### src/hdl/frame_bitmap_allocator_unit_defines.svh
// ----------------------------------------------------------------------------
// Frame bitmap allocator assertion macros
// Shared macros for the concurrent checks of the allocator.
// ----------------------------------------------------------------------------
`ifndef FRAME_BITMAP_ALLOCATOR_UNIT_DEFINES_SVH
`define FRAME_BITMAP_ALLOCATOR_UNIT_DEFINES_SVH

`ifndef NO_ASSERTIONS

// Same-cycle implication, disabled while reset is applied.
`define FBA_ASSERT_IMP(label, clk, rst_n, ante, cons) \
    label: assert property (@(posedge clk) disable iff (!(rst_n)) (ante) |-> (cons)) \
        else $error("allocator assertion failed");

// Next-cycle implication, disabled while reset is applied.
`define FBA_ASSERT_NXT(label, clk, rst_n, ante, cons) \
    label: assert property (@(posedge clk) disable iff (!(rst_n)) (ante) |=> (cons)) \
        else $error("allocator assertion failed");

`else

`define FBA_ASSERT_IMP(label, clk, rst_n, ante, cons)
`define FBA_ASSERT_NXT(label, clk, rst_n, ante, cons)

`endif

`endif

### src/hdl/fba_pkg.sv
// ----------------------------------------------------------------------------
// Frame bitmap allocator package
// Sizes, request and status codes, state type and helper functions.
// ----------------------------------------------------------------------------
`default_nettype none

package fba_pkg;

    // Store geometry: one used bit per frame, 64 frames to a word.
    localparam int MAX_FRAMES_N = 65536;
    localparam int WORD_BITS    = 64;
    localparam int WORDS        = MAX_FRAMES_N / WORD_BITS;
    localparam int WORD_AW      = $clog2(WORDS);
    localparam int SCAN_W       = WORD_AW + 1;
    localparam int BIT_W        = $clog2(WORD_BITS);
    localparam int FRAME_W      = 16;
    localparam int CNT_W        = 17;
    localparam int GROUP_BITS   = 8;
    localparam int GROUPS       = WORD_BITS / GROUP_BITS;
    localparam int GROUP_IW     = $clog2(GROUPS);
    localparam int GBIT_W       = $clog2(GROUP_BITS);

    localparam logic [CNT_W-1:0] MAX_FRAMES = CNT_W'(MAX_FRAMES_N);

    typedef enum logic [1:0] {
        REQ_TEST  = 2'd0,
        REQ_MARK  = 2'd1,
        REQ_REL   = 2'd2,
        REQ_ALLOC = 2'd3
    } t_req_type;

    typedef enum logic [1:0] {
        STAT_OK      = 2'd0,
        STAT_NO_FREE = 2'd1,
        STAT_RANGE   = 2'd2
    } t_status;

    typedef enum logic [2:0] {
        S_CLEAR,
        S_IDLE,
        S_MOD,
        S_SCAN,
        S_FIND,
        S_RESP
    } t_state;

    // Result of the lowest-free-bit finder.
    typedef struct packed {
        logic             done;
        logic [BIT_W-1:0] idx;
    } t_find_res;

    // Index of the lowest set bit in a group; zero when none is set.
    function automatic logic [GBIT_W-1:0] f_lowest_group(input logic [GROUP_BITS-1:0] v);
        logic [GBIT_W-1:0] idx;
        idx = '0;
        for (int i = GROUP_BITS - 1; i >= 0; i--) begin
            if (v[i]) begin
                idx = GBIT_W'(i);
            end
        end
        return idx;
    endfunction

endpackage

`default_nettype wire

### src/hdl/fba_find.sv
// ----------------------------------------------------------------------------
// Frame bitmap allocator lowest-bit finder
// Two-step search for the lowest set bit of a word: first the lowest
// non-empty byte, then the lowest bit inside it.
// ----------------------------------------------------------------------------
`default_nettype none

module fba_find
    import fba_pkg::*;
(
    input  wire logic                 i_clk,
    input  wire logic                 i_rst_n,
    input  wire logic                 i_start,
    input  wire logic [WORD_BITS-1:0] i_vec,
    output t_find_res                 o_res
);

    logic [GROUPS-1:0]     grp_nz;
    logic [GROUP_IW-1:0]   grp_sel;
    logic                  r_busy;
    logic                  r_done;
    logic [GROUP_IW-1:0]   r_grp;
    logic [GROUP_BITS-1:0] r_bits;
    logic [BIT_W-1:0]      r_idx;

    // Mark every byte that holds a set bit and pick the lowest one.
    always_comb begin
        for (int g = 0; g < GROUPS; g++) begin
            grp_nz[g] = |i_vec[g*GROUP_BITS +: GROUP_BITS];
        end
        grp_sel = f_lowest_group(grp_nz);
    end

    // Control: the first step runs on start, the second in the cycle after.
    always_ff @(posedge i_clk) begin
        if (!i_rst_n) begin
            r_busy <= 1'b0;
            r_done <= 1'b0;
        end else begin
            r_busy <= i_start;
            r_done <= r_busy;
        end
    end

    // Data path of both steps.
    always_ff @(posedge i_clk) begin
        if (i_start) begin
            r_grp  <= grp_sel;
            r_bits <= i_vec[{grp_sel, {GBIT_W{1'b0}}} +: GROUP_BITS];
        end
        if (r_busy) begin
            r_idx <= {r_grp, f_lowest_group(r_bits)};
        end
    end

    assign o_res.done = r_done;
    assign o_res.idx  = r_idx;

endmodule

`default_nettype wire

### config.mk
export PLATFORM = sky130hd
export DESIGN_NAME = fba_find
export DESIGN_NICKNAME = d
export VERILOG_FILES = /design/src/hdl/frame_bitmap_allocator_unit_defines.svh /design/src/hdl/fba_pkg.sv /design/src/hdl/fba_find.sv
export SDC_FILE = /design/constraint.sdc
export NUM_CORES = 1
export LEC_CHECK = 0
export BUFFER_PORTS_ARGS = -buffer_cell sky130_fd_sc_hd__buf_2
export CAP_MARGIN = 20
export CORE_ASPECT_RATIO = 0.9
export CORE_MARGIN = 2
export CORE_UTILIZATION = 41
export CTS_CLUSTER_SIZE = 14
export DETAILED_ROUTE_END_ITERATION = 8
export PLACE_DENSITY = 0.76
export SLEW_MARGIN = 25
export SYNTH_ARGS = -nofsm -noshare
export SYNTH_HDL_FRONTEND = slang
export SYNTH_SLANG_ARGS = --single-unit
export TNS_END_PERCENT = 50
### constraint.sdc
create_clock -name i_clk -period 2.4 [get_ports i_clk]
set_input_delay 0.36 -clock i_clk [delete_from_list [all_inputs] [get_ports i_clk]]
set_output_delay 0.36 -clock i_clk [all_outputs]
set_load 0.01 [all_outputs]
==> summary.md <==
| Metric | Value |
|---|---|
| Sink Count | 19 |
| Nets | 334 |
| Postcts setup bufs | 0 |
| Longest Clk Path Bufs | 2 |
| Vias in the first global route | 1,649 |
| Fin crit share | 98.7% |
| Hold Vio Cnt, Final | 0 |
| Delay-heaviest family, CP | simple AND/OR/NAND/NOR gates |
| Area growth, synth to finish | 55.3% |
| Chip Height | 60.7 µm |
| Kind of end point of the critical path | flip-flop |
| Multi-input logic area | 907 µm² |
| CTS Buf Count | 3 |
| Slowest cell on the critical path | or4_4 |
| Gr usage total | 23.9% |
| Final min period | 2370 ps |
| Sequential cell area | 551 µm² |
| TritonCTS clock tree | yes |
| Worst skew pair latency | 250 ps |
| Slew Limit Headroom | 68.0% |
| DRC | 0 |
| Worst path bufs/invs | 1 |
| Vias | 1,776 |
| FF-to-FF path depth | 2 |
| Die X | 67.0 µm |
| Synth Area in Compound Gates | 23.0% |
| First-pass detailed-route iteration total | 4 |
| Boundary Pins | 74 |
| H-tree depth | 1 |
| RSZ-0062 raised after global routing | yes |
| Hold Path Class | input port to flip-flop |
| GPL Wtd Cong | 0.871 |
| Initial Utilization | 43.1% |
| Cell Chain, Critical Path | buf_2 -> or4_1 -> or4_4 -> a31oi_4 -> a2bb2oi_1 -> o221ai_1 -> a211oi_2 |
| Critical Path Fanout Max | 6 |
| FMAX | 422 MHz |
| Fin. max-slew vios | 0 |
| Filler Cell Count | 295 |
| Antenna cells | 0 |
| CP Depth | 7 |
| Clock-pin slew on the worst setup and hold paths | 70 ps |
| Crit Path Class | input port to flip-flop |
| Core ar. | 0.00340 mm² |
| Skew final | 4.80 ps |
| Cell count after synthesis | 150 |
| Sequential area share after synthesis | 37.5% |
| PD cells | 353 mW/mm² |
| Main combinational cell family by area after synthesis | simple AND/OR/NAND/NOR gates |
| Cell variety after synth | 34 |
| Worst Max-Slew Pin Slew | 469 ps |
| Hold buffer count at cts | 0 |
| Clock root buffer | clkbuf_8 |
| Initial antenna violation count | 0 |
| Synth warn | 0 |
| CP max stage delay | 600 ps |
| Grt ovf | 0 |
| Adder-cell share of the synthesized area | 0% |
| Critical Path RT | 2490 ps |
| Overall die area | 0.00407 mm² |
| Drt wl/cell | 15.3 µm |
| Post-Syn Area | 0.00147 mm² |
| Syn_nets | 217 |
| First-pass GRT wire length | 7380 µm |
| Detailed Route Iter0 Violations | 101 |
| EDFF count, synth | 17 |
| Final Worst Setup Slack | 31.6 ps |
| Average size of a mapped cell | 9.78 µm² |
| Predominant post-synthesis flop cell | edfxtp_1 |
| PortBufs | 73 |
| Layout cells sized above 1 | 51.1% |
| Largest net degree at the start of global routing | 13 |
| CP startpoint kind | input port |
| Hold Slack | 318 ps |
| Hold path depth | 2 |
| Synth Area in XOR/XNOR | 0% |
| Final ANT Viol Nets | 0 |
| Detailed Place HPWL | 3930 µm |
| VDD IR max | 0.200 mV |
| Post-Route WL | 4730 µm |
| Seq cells post-synth | 19 |
| Vias per inst | 5.73 |
| Status | finished, final reports clean |
| Pre-CTS WS | -292 ps |
| Share of synthesized flip-flops with an asynchronous set or reset | 0% |
| Max-cap violations | 0 |
| Crit path DAT | 2450 ps |
| Final setup fails | 0 |
| Pleak | 0.988 nW |
| Synth Area in Simple Gates | 28.5% |
| Post-synthesis mux area share | 6.83% |
| Row count | 20 |
repair_timing:
action | CTS | global route
pin swaps | 0 | 2
endpoints found under the setup margin | 1 | 7
resized for setup | 0 | 6
gates cloned | 1 | 0
stage by stage:
stage	instance area [µm²]	instances	utilization (%)	total power [mW]	setup TNS, ps
finish	2280	310	66.9	0.804	0
global route	2280	310	66.9	0.840	-73.8
floorplan	1470	150	-	0.460	0
detailed placement	2190	305	64.2	0.588	-1560
CTS	2240	310	66.0	0.799	0
global placement	2190	305	64.2	0.583	-1220
cells in the final DEF, fill, tap and decap left out, types with 4 or more instances in the layout:
| master | instances |
|---|---|
| edfxtp_1 | 17 |
| or4_1 | 7 |
| nor2_1 | 5 |
| nor4_1 | 12 |
| nor3b_1 | 6 |
| buf_2 | 73 |
| o221ai_1 | 6 |
| mux2i_1 | 10 |
| a21oi_1 | 5 |
| a211oi_2 | 4 |
| nand2_1 | 14 |
| a211oi_1 | 9 |
| or3_1 | 6 |
| buf_4 | 45 |
| a2bb2oi_1 | 5 |
state kept, by name, summed over array words and instances, names as in the netlist:
name	count
r_busy	1
r_bits	8
r_grp	3
r_done	1
r_idx	6
final timing paths:
| check | start | to | slack [ps] |
|---|---|---|---|
| max | i_vec[4] | r_bits[0] | 30 |
| min | i_rst_n | r_done | 320 |
| max reg2reg | r_bits[1] | r_idx[2] | 1160 |
| min reg2reg | r_grp[2] | r_idx[5] | 430 |
synth_stat cells, types with 2 or more instances:
master,count,area [µm²]
mux2i_1,10,100
a2bb2oi_1,6,52.6
dfxtp_1,2,40.0
or3_1,6,37.5
nor2_1,5,18.8
a21oi_1,5,25.0
nor3_1,3,15.0
and4_1,3,26.3
or4_1,9,67.6
a211oi_1,13,97.6
and3_1,2,12.5
buf_4,2,15.0
a2111oi_0,2,17.5
nand4_1,3,18.8
nand2_1,14,52.6
and2_1,2,12.5
a21o_1,2,15.0
o221ai_1,6,52.6
nor3b_1,6,45.0
edfxtp_1,17,510
a221oi_1,2,17.5
nor4_1,13,81.3
inv_1,3,11.3
buf_2,4,20.0
power by group:
part | switching [mW] | leakage [nW] | internal [mW] | total (mW)
clock network | 0.101 | 0.0255 | 0.115 | 0.216
logic | 0.0848 | 0.785 | 0.104 | 0.189
registers | 0.0122 | 0.177 | 0.386 | 0.399
logic make-up after synthesis:
| group | Yosys count |
|---|---|
| flops | 19 |
| mux | 10 |
| simple gates | 69 |
| compound gates | 41 |
| buf+inv | 11 |
metal layers:
metal / up-vias / GRT usage, % / wire, µm
li1: 870 / - / -
met1: 822 / 30.7 / 1990
met2: 76 / 43.0 / 2400
met3: 8 / 2.23 / 243
met4: 0 / 7.58 / 96
met5: - / 0 / 0
layout make-up:
class,count,area share (%)
Multi-Input combinational cell,121,39.8
Timing Repair Buffer,118,30.9
Sequential cell,19,24.2
Tap cell,44,2.42
Clock buffer,3,1.81
Inverter,4,0.659
Clock inverter,1,0.220
(Power assumes the default switching activity.)
